`src/rtl/core/smm_pkg.sv`:
```
// shared types and constants for the three-axis sliding median filter
package smm_pkg;

  // default sizing
  localparam int WINDOW_MAX_DEF  = 16;
  localparam int SAMPLE_BITS_DEF = 16;
  localparam int AXES            = 3;

  // window length register
  localparam int          CFG_W        = 5;
  localparam logic [4:0]  WINDOW_RESET = 5'd5;

  // sequencer states, one-hot
  typedef enum logic [3:0] {
    ST_IDLE   = 4'b0001,
    ST_DROP   = 4'b0010,
    ST_INSERT = 4'b0100,
    ST_MEDIAN = 4'b1000
  } smm_state_t;

  // per-cycle command to every cell of every chain
  typedef struct packed {
    logic insert;
    logic delete;
  } smm_ctl_t;

endpackage

```
`src/rtl/core/sliding_median_three_axis.sv`:
```
// top level of the three-axis sliding median filter
//
//  channel   dir  handshake                 payload
//  s_        in   s_tvalid / s_tready       s_tdata: sample_x, sample_y, sample_z
//  m_        out  m_tvalid / m_tready       m_tdata: median_x, median_y, median_z
//  cfg_      in   cfg_we                    cfg_wdata: window_length
//
// an accepted word passes the per-item sequencer: d drop steps, d being the number of
// oldest samples dropped (held + 1 - window), one drop step per cycle through the
// sorted cell chains, one insert step, one median pick into the output register.
// reset empties the chains at once, clears the held count and loads window length 5.
// a result waiting on m_tready does not block the next input word; the median step
// holds until the output register is free.
module sliding_median_three_axis #(
  parameter int WINDOW_MAX  = smm_pkg::WINDOW_MAX_DEF,
  parameter int SAMPLE_BITS = smm_pkg::SAMPLE_BITS_DEF,
  localparam int DATA_W     = ((3 * SAMPLE_BITS + 7) / 8) * 8
) (
  input  logic                     clk,
  input  logic                     rst,
  input  logic                     s_tvalid,
  output logic                     s_tready,
  input  logic [DATA_W-1:0]        s_tdata,   // sample_x, sample_y, sample_z
  output logic                     m_tvalid,
  input  logic                     m_tready,
  output logic [DATA_W-1:0]        m_tdata,   // median_x, median_y, median_z
  input  logic                     cfg_we,
  input  logic [smm_pkg::CFG_W-1:0] cfg_wdata // window_length
);
  import smm_pkg::*;

  localparam int CNT_W = $clog2(WINDOW_MAX + 1);
  localparam int AGE_W = (WINDOW_MAX > 1) ? $clog2(WINDOW_MAX) : 1;
  localparam int CMP_W = (CNT_W > CFG_W) ? CNT_W : CFG_W;
  localparam int SB    = SAMPLE_BITS;

  smm_state_t              state, state_next;
  logic [CFG_W-1:0]        window_length;
  logic [CNT_W-1:0]        count, count_next;
  logic [CNT_W-1:0]        win_eff;
  logic [CMP_W-1:0]        win_wide;
  logic [CNT_W-1:0]        count_dec;
  logic [AGE_W-1:0]        del_age;
  smm_ctl_t                ctl;
  logic                    out_load;
  logic signed [SB-1:0]    sample [AXES];
  logic signed [SB-1:0]    median [AXES];
  logic [DATA_W-1:0]       out_word;

  // window length register
  always_ff @(posedge clk) begin
    if (rst) begin
      window_length <= WINDOW_RESET;
    end else if (cfg_we) begin
      window_length <= cfg_wdata;
    end
  end

  // clamp window to 1..WINDOW_MAX
  assign win_wide = CMP_W'(window_length);
  always_comb begin
    if (window_length == '0) begin
      win_eff = CNT_W'(1);
    end else if (win_wide > CMP_W'(WINDOW_MAX)) begin
      win_eff = CNT_W'(WINDOW_MAX);
    end else begin
      win_eff = win_wide[CNT_W-1:0];
    end
  end

  assign count_dec = count - 1'b1;
  assign del_age   = count_dec[AGE_W-1:0];
  assign s_tready  = (state == ST_IDLE);

  // sequencer
  always_comb begin
    state_next = state;
    count_next = count;
    ctl        = '0;
    out_load   = 1'b0;
    case (state)
      ST_IDLE: begin
        if (s_tvalid) state_next = ST_DROP;
      end
      ST_DROP: begin
        if (count >= win_eff) begin
          ctl.delete = 1'b1;
          count_next = count_dec;
          if (count == win_eff) state_next = ST_INSERT;
        end else begin
          state_next = ST_INSERT;
        end
      end
      ST_INSERT: begin
        ctl.insert = 1'b1;
        count_next = count + 1'b1;
        state_next = ST_MEDIAN;
      end
      ST_MEDIAN: begin
        if (!m_tvalid || m_tready) begin
          out_load   = 1'b1;
          state_next = ST_IDLE;
        end
      end
      default: begin
        state_next = ST_IDLE;
      end
    endcase
  end

  always_ff @(posedge clk) begin
    if (rst) begin
      state    <= ST_IDLE;
      count    <= '0;
      m_tvalid <= 1'b0;
    end else begin
      state <= state_next;
      count <= count_next;
      if (out_load) begin
        m_tvalid <= 1'b1;
      end else if (m_tready) begin
        m_tvalid <= 1'b0;
      end
    end
  end

  // input word capture
  always_ff @(posedge clk) begin
    if (s_tvalid && s_tready) begin
      for (int a = 0; a < AXES; a++) begin
        sample[a] <= s_tdata[a*SB +: SB];
      end
    end
  end

  // one sorted chain per axis
  for (genvar a = 0; a < AXES; a++) begin : g_axis
    smm_chain #(
      .WINDOW_MAX (WINDOW_MAX),
      .SAMPLE_BITS(SAMPLE_BITS),
      .CNT_W      (CNT_W),
      .AGE_W      (AGE_W)
    ) u_chain (
      .clk      (clk),
      .rst      (rst),
      .ctl      (ctl),
      .new_value(sample[a]),
      .del_age  (del_age),
      .count    (count),
      .median   (median[a])
    );
  end

  // pack the three medians, pad bits zero
  always_comb begin
    out_word = '0;
    for (int a = 0; a < AXES; a++) begin
      out_word[a*SB +: SB] = median[a];
    end
  end

  // output register
  always_ff @(posedge clk) begin
    if (out_load) begin
      m_tdata <= out_word;
    end
  end

endmodule

```
`src/rtl/core/smm_cell.sv`:
```
// one cell of a sorted sample chain: holds a value, its age and a valid bit
module smm_cell #(
  parameter int SAMPLE_BITS = 16,
  parameter int AGE_W       = 4
) (
  input  logic                          clk,
  input  logic                          rst,
  input  smm_pkg::smm_ctl_t             ctl,
  input  logic signed [SAMPLE_BITS-1:0] new_value,
  input  logic [AGE_W-1:0]              del_age,
  input  logic                          left_valid,
  input  logic signed [SAMPLE_BITS-1:0] left_value,
  input  logic [AGE_W-1:0]              left_age,
  input  logic                          left_gt,
  input  logic                          left_del,
  input  logic                          right_valid,
  input  logic signed [SAMPLE_BITS-1:0] right_value,
  input  logic [AGE_W-1:0]              right_age,
  output logic                          valid,
  output logic signed [SAMPLE_BITS-1:0] value,
  output logic [AGE_W-1:0]              age,
  output logic                          gt,
  output logic                          del
);
  import smm_pkg::*;

  logic                          valid_next;
  logic signed [SAMPLE_BITS-1:0] value_next;
  logic [AGE_W-1:0]              age_next;

  // new sample sorts before this cell; empty cells count as plus infinity
  assign gt  = !valid || (new_value < value);
  // oldest entry sits here or further left
  assign del = left_del || (valid && (age == del_age));

  // shift toward the neighbors
  always_comb begin
    valid_next = valid;
    value_next = value;
    age_next   = age;
    if (ctl.delete && del) begin
      valid_next = right_valid;
      value_next = right_value;
      age_next   = right_age;
    end else if (ctl.insert) begin
      if (gt && !left_gt) begin
        valid_next = 1'b1;
        value_next = new_value;
        age_next   = '0;
      end else if (gt) begin
        valid_next = left_valid;
        value_next = left_value;
        age_next   = left_age + 1'b1;
      end else begin
        age_next   = age + 1'b1;
      end
    end
  end

  // valid bit is control, payload needs no reset
  always_ff @(posedge clk) begin
    if (rst) begin
      valid <= 1'b0;
    end else begin
      valid <= valid_next;
    end
  end

  always_ff @(posedge clk) begin
    value <= value_next;
    age   <= age_next;
  end

endmodule

```
`src/rtl/core/smm_chain.sv`:
```
// sorted chain of cells for one axis, with median pick from the held count
module smm_chain #(
  parameter int WINDOW_MAX  = 16,
  parameter int SAMPLE_BITS = 16,
  parameter int CNT_W       = 5,
  parameter int AGE_W       = 4
) (
  input  logic                          clk,
  input  logic                          rst,
  input  smm_pkg::smm_ctl_t             ctl,
  input  logic signed [SAMPLE_BITS-1:0] new_value,
  input  logic [AGE_W-1:0]              del_age,
  input  logic [CNT_W-1:0]              count,
  output logic signed [SAMPLE_BITS-1:0] median
);
  import smm_pkg::*;

  logic                          c_valid [WINDOW_MAX];
  logic signed [SAMPLE_BITS-1:0] c_value [WINDOW_MAX];
  logic [AGE_W-1:0]              c_age   [WINDOW_MAX];
  logic                          c_gt    [WINDOW_MAX];
  logic                          c_del   [WINDOW_MAX];

  // row of cells, each tied to both neighbors
  for (genvar i = 0; i < WINDOW_MAX; i++) begin : g_cell
    logic                          l_valid, l_gt, l_del, r_valid;
    logic signed [SAMPLE_BITS-1:0] l_value, r_value;
    logic [AGE_W-1:0]              l_age, r_age;

    if (i == 0) begin : g_head
      assign l_valid = 1'b0;
      assign l_value = '0;
      assign l_age   = '0;
      assign l_gt    = 1'b0;
      assign l_del   = 1'b0;
    end else begin : g_mid
      assign l_valid = c_valid[i-1];
      assign l_value = c_value[i-1];
      assign l_age   = c_age[i-1];
      assign l_gt    = c_gt[i-1];
      assign l_del   = c_del[i-1];
    end

    if (i == WINDOW_MAX - 1) begin : g_tail
      assign r_valid = 1'b0;
      assign r_value = '0;
      assign r_age   = '0;
    end else begin : g_body
      assign r_valid = c_valid[i+1];
      assign r_value = c_value[i+1];
      assign r_age   = c_age[i+1];
    end

    smm_cell #(
      .SAMPLE_BITS(SAMPLE_BITS),
      .AGE_W      (AGE_W)
    ) u_cell (
      .clk        (clk),
      .rst        (rst),
      .ctl        (ctl),
      .new_value  (new_value),
      .del_age    (del_age),
      .left_valid (l_valid),
      .left_value (l_value),
      .left_age   (l_age),
      .left_gt    (l_gt),
      .left_del   (l_del),
      .right_valid(r_valid),
      .right_value(r_value),
      .right_age  (r_age),
      .valid      (c_valid[i]),
      .value      (c_value[i]),
      .age        (c_age[i]),
      .gt         (c_gt[i]),
      .del        (c_del[i])
    );
  end

  // middle pair positions in the sorted row
  logic [CNT_W-1:0]              pos_hi;
  logic [CNT_W-1:0]              pos_lo;
  logic signed [SAMPLE_BITS-1:0] mid_hi;
  logic signed [SAMPLE_BITS-1:0] mid_lo;
  logic signed [SAMPLE_BITS:0]   pair_sum;

  assign pos_hi = count >> 1;
  assign pos_lo = pos_hi - 1'b1;

  // and-or pick of the two middle cells
  always_comb begin
    mid_hi = '0;
    mid_lo = '0;
    for (int i = 0; i < WINDOW_MAX; i++) begin
      if (pos_hi == CNT_W'(i)) mid_hi = mid_hi | c_value[i];
      if (pos_lo == CNT_W'(i)) mid_lo = mid_lo | c_value[i];
    end
  end

  // even count: floor of the pair mean
  assign pair_sum = {mid_lo[SAMPLE_BITS-1], mid_lo} + {mid_hi[SAMPLE_BITS-1], mid_hi};
  assign median   = count[0] ? mid_hi : pair_sum[SAMPLE_BITS:1];

endmodule

```
`config.mk`:
```
export PLATFORM = sky130hd
export DESIGN_NAME = sliding_median_three_axis
export DESIGN_NICKNAME = d
export VERILOG_FILES = /design/src/rtl/core/smm_pkg.sv /design/src/rtl/core/sliding_median_three_axis.sv /design/src/rtl/core/smm_cell.sv /design/src/rtl/core/smm_chain.sv
export SDC_FILE = /design/constraint.sdc
export NUM_CORES = 2
export LEC_CHECK = 0
export ABC_AREA = 1
export CORE_MARGIN = 10
export CORE_UTILIZATION = 40
export DETAILED_ROUTE_END_ITERATION = 7
export DONT_BUFFER_PORTS = 1
export GPL_ROUTABILITY_DRIVEN = 1
export HOLD_SLACK_MARGIN = 0.12
export PLACE_DENSITY = 0.65
export SYNTH_ARGS = -nofsm -noshare
export SYNTH_HDL_FRONTEND = slang
export SYNTH_HIERARCHICAL = 1
export SYNTH_SLANG_ARGS = --single-unit
export TNS_END_PERCENT = 100
```
`constraint.sdc`:
```
create_clock -name clk -period 11.83 [get_ports clk]
set_clock_uncertainty 0.1 [all_clocks]
set_input_delay 1.7745 -clock clk [delete_from_list [all_inputs] [get_ports clk]]
set_output_delay 1.7745 -clock clk [all_outputs]
set_load 0.1 [all_outputs]
```
# Yosys cells after proc, flatten, opt, wreduce, memory -nomap -nowiden
# Memory sizes are Yosys's and may differ from the RTL's.
# Cells that the tools add are included.
# totals
register_bits,1071
mem_bits_rw,48
out_inout_bits,50
elab_cells,1578
memories,1
# op_classes
add_sub_neg,54
order_cmp,50
eq_ne,87
n_mux,666
bitwise_logic,90
reduce_logical,481
# mem_list
memory,depth,word_bits,read_ports,rd_clocked_by_memory_dff,write_ports,line_no,text
sample,3,16,3,0,3,sliding_median_three_axis.sv:46,logic signed [SB-1:0] sample [AXES];
# ops
cell,n
2-to-1 mux 16 bit,282
bitwise OR 16 bit,90
< comparator 16 bit,48
2-to-1 mux 4 bit,187
"adder 4 x 1 -> 4 bit, second input constant",48
equality test 4 bit,48
2-to-1 mux 1 bit,192
logical AND 1 bit,142
nonzero test 3 bit,42
nonzero test 2 bit,53
AND reduction 2 bit,49
zero test 1 bit,94
logical OR 1 bit,94
adder 16 x 16 -> 17 bit,3
"equality test 5 x 4 -> 1 bit, second input constant",8
"equality test 4 bit, second input constant",9
"equality test 4 x 3 -> 1 bit, second input constant",5
"equality test 5 x 3 -> 1 bit, second input constant",4
one-hot mux 4 bit (4 select lines),1
zero test 5 bit,3
2-to-1 mux 5 bit,3
"equality test 4 x 2 -> 1 bit, second input constant",3
"equality test 5 x 2 -> 1 bit, second input constant",2
one-hot mux 5 bit (2 select lines),1
12 further kinds,17

# Depth between registers and ports, before layout
# logic_depth
word_depth,35
mapped_depth,30
depth_no_buf,29

# Modules after synthesis
# The synthesis kept the hierarchy.
# modules_own_cells
module,n_inst,cells_per_inst,area_each_um2,seq_area_each_um2
smm_cell (g_axis[0].u_chain.g_cell[0].u_cell ...),43,210,1660.3,620.6
smm_chain,3,833,4175.3,0.0
smm_cell (g_axis[2].u_chain.g_cell[5].u_cell ...),5,208,1649.1,620.6
sliding_median_three_axis,1,239,3844.9,3183.1

# Worst setup path before layout
# OpenSTA, ideal clock, no wires.
# synth_path
path_kind,reg-to-reg
from,reg count[0]
to,"reg g_axis[0].u_chain.g_cell[15].u_cell.value[0], enable pin"
arrival_time_ps,7694
slack_ps,3719
path_stages_with_launch,28
n_path_buf,0
period_less_slack_ps,8111
path_cell_list,dfxtp_1 inv_1 nand3_1 nand2_1 and2_1 xnor2_1 nand3_1 o21bai_2 o21bai_2 o21bai_2 o21bai_2 o21bai_2 o21bai_2 o21bai_2 o21bai_2 o21bai_2 o21bai_2 o21bai_2 o21bai_2 o21bai_2 o21bai_2 o21bai_2 o21bai_2 nand2_2 inv_2 or2_4 o21ai_1 inv_1
# synth_rtl
item,line_no,text
"start, declared",sliding_median_three_axis.sv:39,"logic [CNT_W-1:0] count, count_next;"
"start signal, assigned",sliding_median_three_axis.sv:118,count <= count_next;
"end signal, assigned",smm_cell.sv:70,value <= value_next;
"end, declared",smm_cell.sv:20,"output logic signed [SAMPLE_BITS-1:0] value,"

==> results.toml <==
[clock_tree]
number_of_buffers_inserted_by_hold_repair_at_cts = 0
clk-insertion-delay-late_ps = 820
ctsHtreeMaxLevel = 4
cts_tree = "done"
clock_path_buffers = 3
cts_inserted_buffers = 141
clk_pin_slew_ps = 60
ctsRootBufferMaster = "clkbuf_16"
post_cts.resized_instances = 0
postCtsSetupRepairBufs = 0
cts.sinks = 1119

[yosys]
synth_largest_area_cell = "edfxtp_1"
synth.area.top_cells = "edfxtp_1 33%, nand2_1 16%, ha_1 11%"
yosysSeqAreaShare = 0.3434
synth-warning-count = 6
postSynthCellCount = 12808
most_repeated_cell_in_the_gate_level_netlist_after_synthesis = "nand2_1"
postSynth.topFlopCell = "edfxtp_1"
synthesis.area_per_instance_um2 = 7.496
post_synth_edffs = 1056
synth_top_cells_by_count = "3971 x nand2_1, 1699 x inv_1, 1156 x nor2_1"
synthDistinctLibCells = 53
async_flop_share = 0
postSynthRegisterBits = 1119
synth_area_um2 = 96010
yosysTopAreaCellShare = 0.3303

[floorplanning]
floorplan.die.height_um = 509.9
boundaryPins = 108
std_cell_rows = 179
initial_utilization = 0.4029
core-area_um2 = 238300
chipWidth_um = 509.9
floorplan.die_area_um2 = 260000

[critical_path]
cpMostUsedCell = "o21bai_2"
critical-path-top-delay-family = "compound AO/OA/AOI/OAI gates"
worst-r2r-cell-count = 29
reg2reg_from = "count[0]"
crit_arrival_ps = 8590
worst-endpoint-required_ps = 12170
timing.critical_path.to = "g_axis[1].u_chain/g_cell[15].u_cell/value[2]"
highest_delay_cell_along_the_critical_path = "buf_4"
criticalPathCategory = "reg2reg"
worstSetupStartpoint = "count[0]"
critPathLaunchType = "flop"
worst_path_largest_cell_delay_ps = 570
crit_cells = 29
cp.buffers_inverters = 5
timing.critical_path.to_type = "flop"
timing.rr.end = "g_axis[1].u_chain/g_cell[15].u_cell/value[2]"
timing.reg2reg.setup_slack_ps = 3580
worst-path-max-fanout = 35

[min_path]
hold_path.class = "reg2reg"

[global_route]
overflow = 0
first_global_vias = 84317
track_usage = 0.2796
grt_pass1_wl_um = 555500
antenna_found_initial = 11
grt_max_degree = 58

[timing]
finalHoldViolations = 0
timing.max_slew.rel_slack = 0.2168
clock.fmax_mhz = 121.2
fin_crit_sh = 0.6977
finalMaxSlewViolations = 0
rsz0062_at_grt = "false"
timing.setup.tns_ps = 0
tightestPinTransition_ps = 1168
setup_viol = 0
layout_min_cycle_time_ps = 8254

[routing]
detailedRoute.firstIterationViolations = 12010
drtAntennaViolNets = 0
highest-signal-layer = "met5"
remaining_drc_errors = 2
firstDrtPassIters = 8
met3_wire_length_um = 37080
total_wire_length_after_detailed_routing_um = 379100
route.layer.met1.wl_um = 149700
dr_total_vias = 92587
wire_per_inst_um = 23.52
detail_route.vias_per_cell = 5.744
met2WireLength_um = 164700

[final_layout]
growth_of_design_area_from_synthesis_to_finish_pct = 8.215
layout-drive-gt1-share = 0.06434
num-fill-cells = 24113
final_cell_area_um2 = 103900
num-nets-final = 13710

[power_and_ir_drop]
vdd.ir_drop.worst_mv = 0.08847
pwr_density_cell_nw_per_um2 = 99.60
cellLeakagePower_nw = 47.87

[placement]
place_hpwl_um = 275700
detailed_place.area_um2 = 99200
gp_congestion = 1.043
port_buffers = 0

[run]
max-cap-violations = 0

[outcome]
violations = "design-rule violations"
status = "complete, but fails checks"
==> per-stage QoR <==
step / hold WS (ps) / setup slack, ps / instances / util / total power, mW
finish: 389.4 / 3576 / 16119 / 0.4360 / 10.35
global route: 418.7 / 3132 / 16117 / 0.4360 / 10.71
CTS: 388.3 / 3571 / 16113 / 0.4359 / 10.38
detailed placement: 372.8 / 3597 / 15853 / 0.4163 / 5.894
global placement: 370.6 / 3652 / 15853 / 0.4163 / 5.874
floorplan: 342.4 / 3719 / 12937 / - / 5.451
==> layer usage <==
| metal | up-vias | GRT usage |
|---|---|---|
| met5 | - | 0 |
| met4 | 2 | 0.1693 |
| met3 | 1144 | 0.05297 |
| met2 | 5025 | 0.4340 |
| met1 | 42974 | 0.3607 |
| li1 | 43442 | - |
==> tightest hold or removal path, stage by stage, from the launching register on <==
cell and delay (ps):
dfxtp_1 320, nand2_1 60, nand3_1 50
==> worst min-delay path by stage <==
stage           startpoint     endpoint  slack [ps]  depth (start not counted)
3_3_place_gp   win_wide[2]  win_wide[2]         370                          2
5_1_grt        win_wide[2]  win_wide[2]         420                          2
6_report       win_wide[2]  win_wide[2]         390                          2
4_1_cts        win_wide[2]  win_wide[2]         390                          2
2_1_floorplan  win_wide[0]  win_wide[0]         340                          2
3_5_place_dp   win_wide[2]  win_wide[2]         370                          2
==> area by class of cell <==
class / instances / area [um^2] / area share
Clock inverter: 62 / 690.7 / 0.006648
Tap cell: 3167 / 3963 / 0.03814
Antenna cell: 6 / 15.01 / 0.0001445
Clock buffer: 198 / 3994 / 0.03844
Timing Repair Buffer: 103 / 773.2 / 0.007442
Sequential cell: 1119 / 32980 / 0.3174
Multi-Input combinational cell: 9657 / 54460 / 0.5242
Inverter: 1807 / 7022 / 0.06758
==> flip-flops by register name (all words and copies together) (netlist names) <==
name / cells
g_axis.u_chain/g_cell.u_cell/age: 192
m_tvalid: 1
state: 4
m_tdata: 48
g_axis.u_chain/g_cell.u_cell/value: 768
g_axis.u_chain/g_cell.u_cell/valid: 48
win_wide: 5
sample: 48
count: 5
==> cell families after synthesis <==
logic type	Yosys count	share of synthesized area
DFF	1119	0.3434
other	3	0.0001173
AOI/OAI and AO/OA	2107	0.1392
adders and majority gates	823	0.1075
xor gates and xnor gates	272	0.02481
and+or+nand+nor	6323	0.2901
buffers and inverters	2161	0.09482
==> cell usage in the layout, fill, tap and decap left out, drive strengths merged, types with 54 or more instances in the layout <==
cell type / n
a31oi: 771
nand3: 437
nand4: 368
dfxtp: 63
buf: 103
xnor2: 155
o21ai: 370
ha: 820
a21oi: 427
clkinv: 86
xor2: 117
nor3: 150
o22ai: 66
nor2: 1171
a221oi: 144
edfxtp: 1056
o21bai: 99
clkbuf: 198
inv: 1768
conb: 132
o2111ai: 54
a22o: 69
nand2: 4124
==> where the power goes <==
| group | internal (mW) | switching, mW | leakage (nW) |
|---|---|---|---|
| clock | 2.65 | 1.86 | 2.28 |
| sequential | 4.37 | 0.0811 | 10.0 |
| combinational | 0.434 | 0.961 | 35.5 |
| total | 7.45 | 2.90 | 47.9 |
Note: power is estimated with default switching activity, not from simulation.
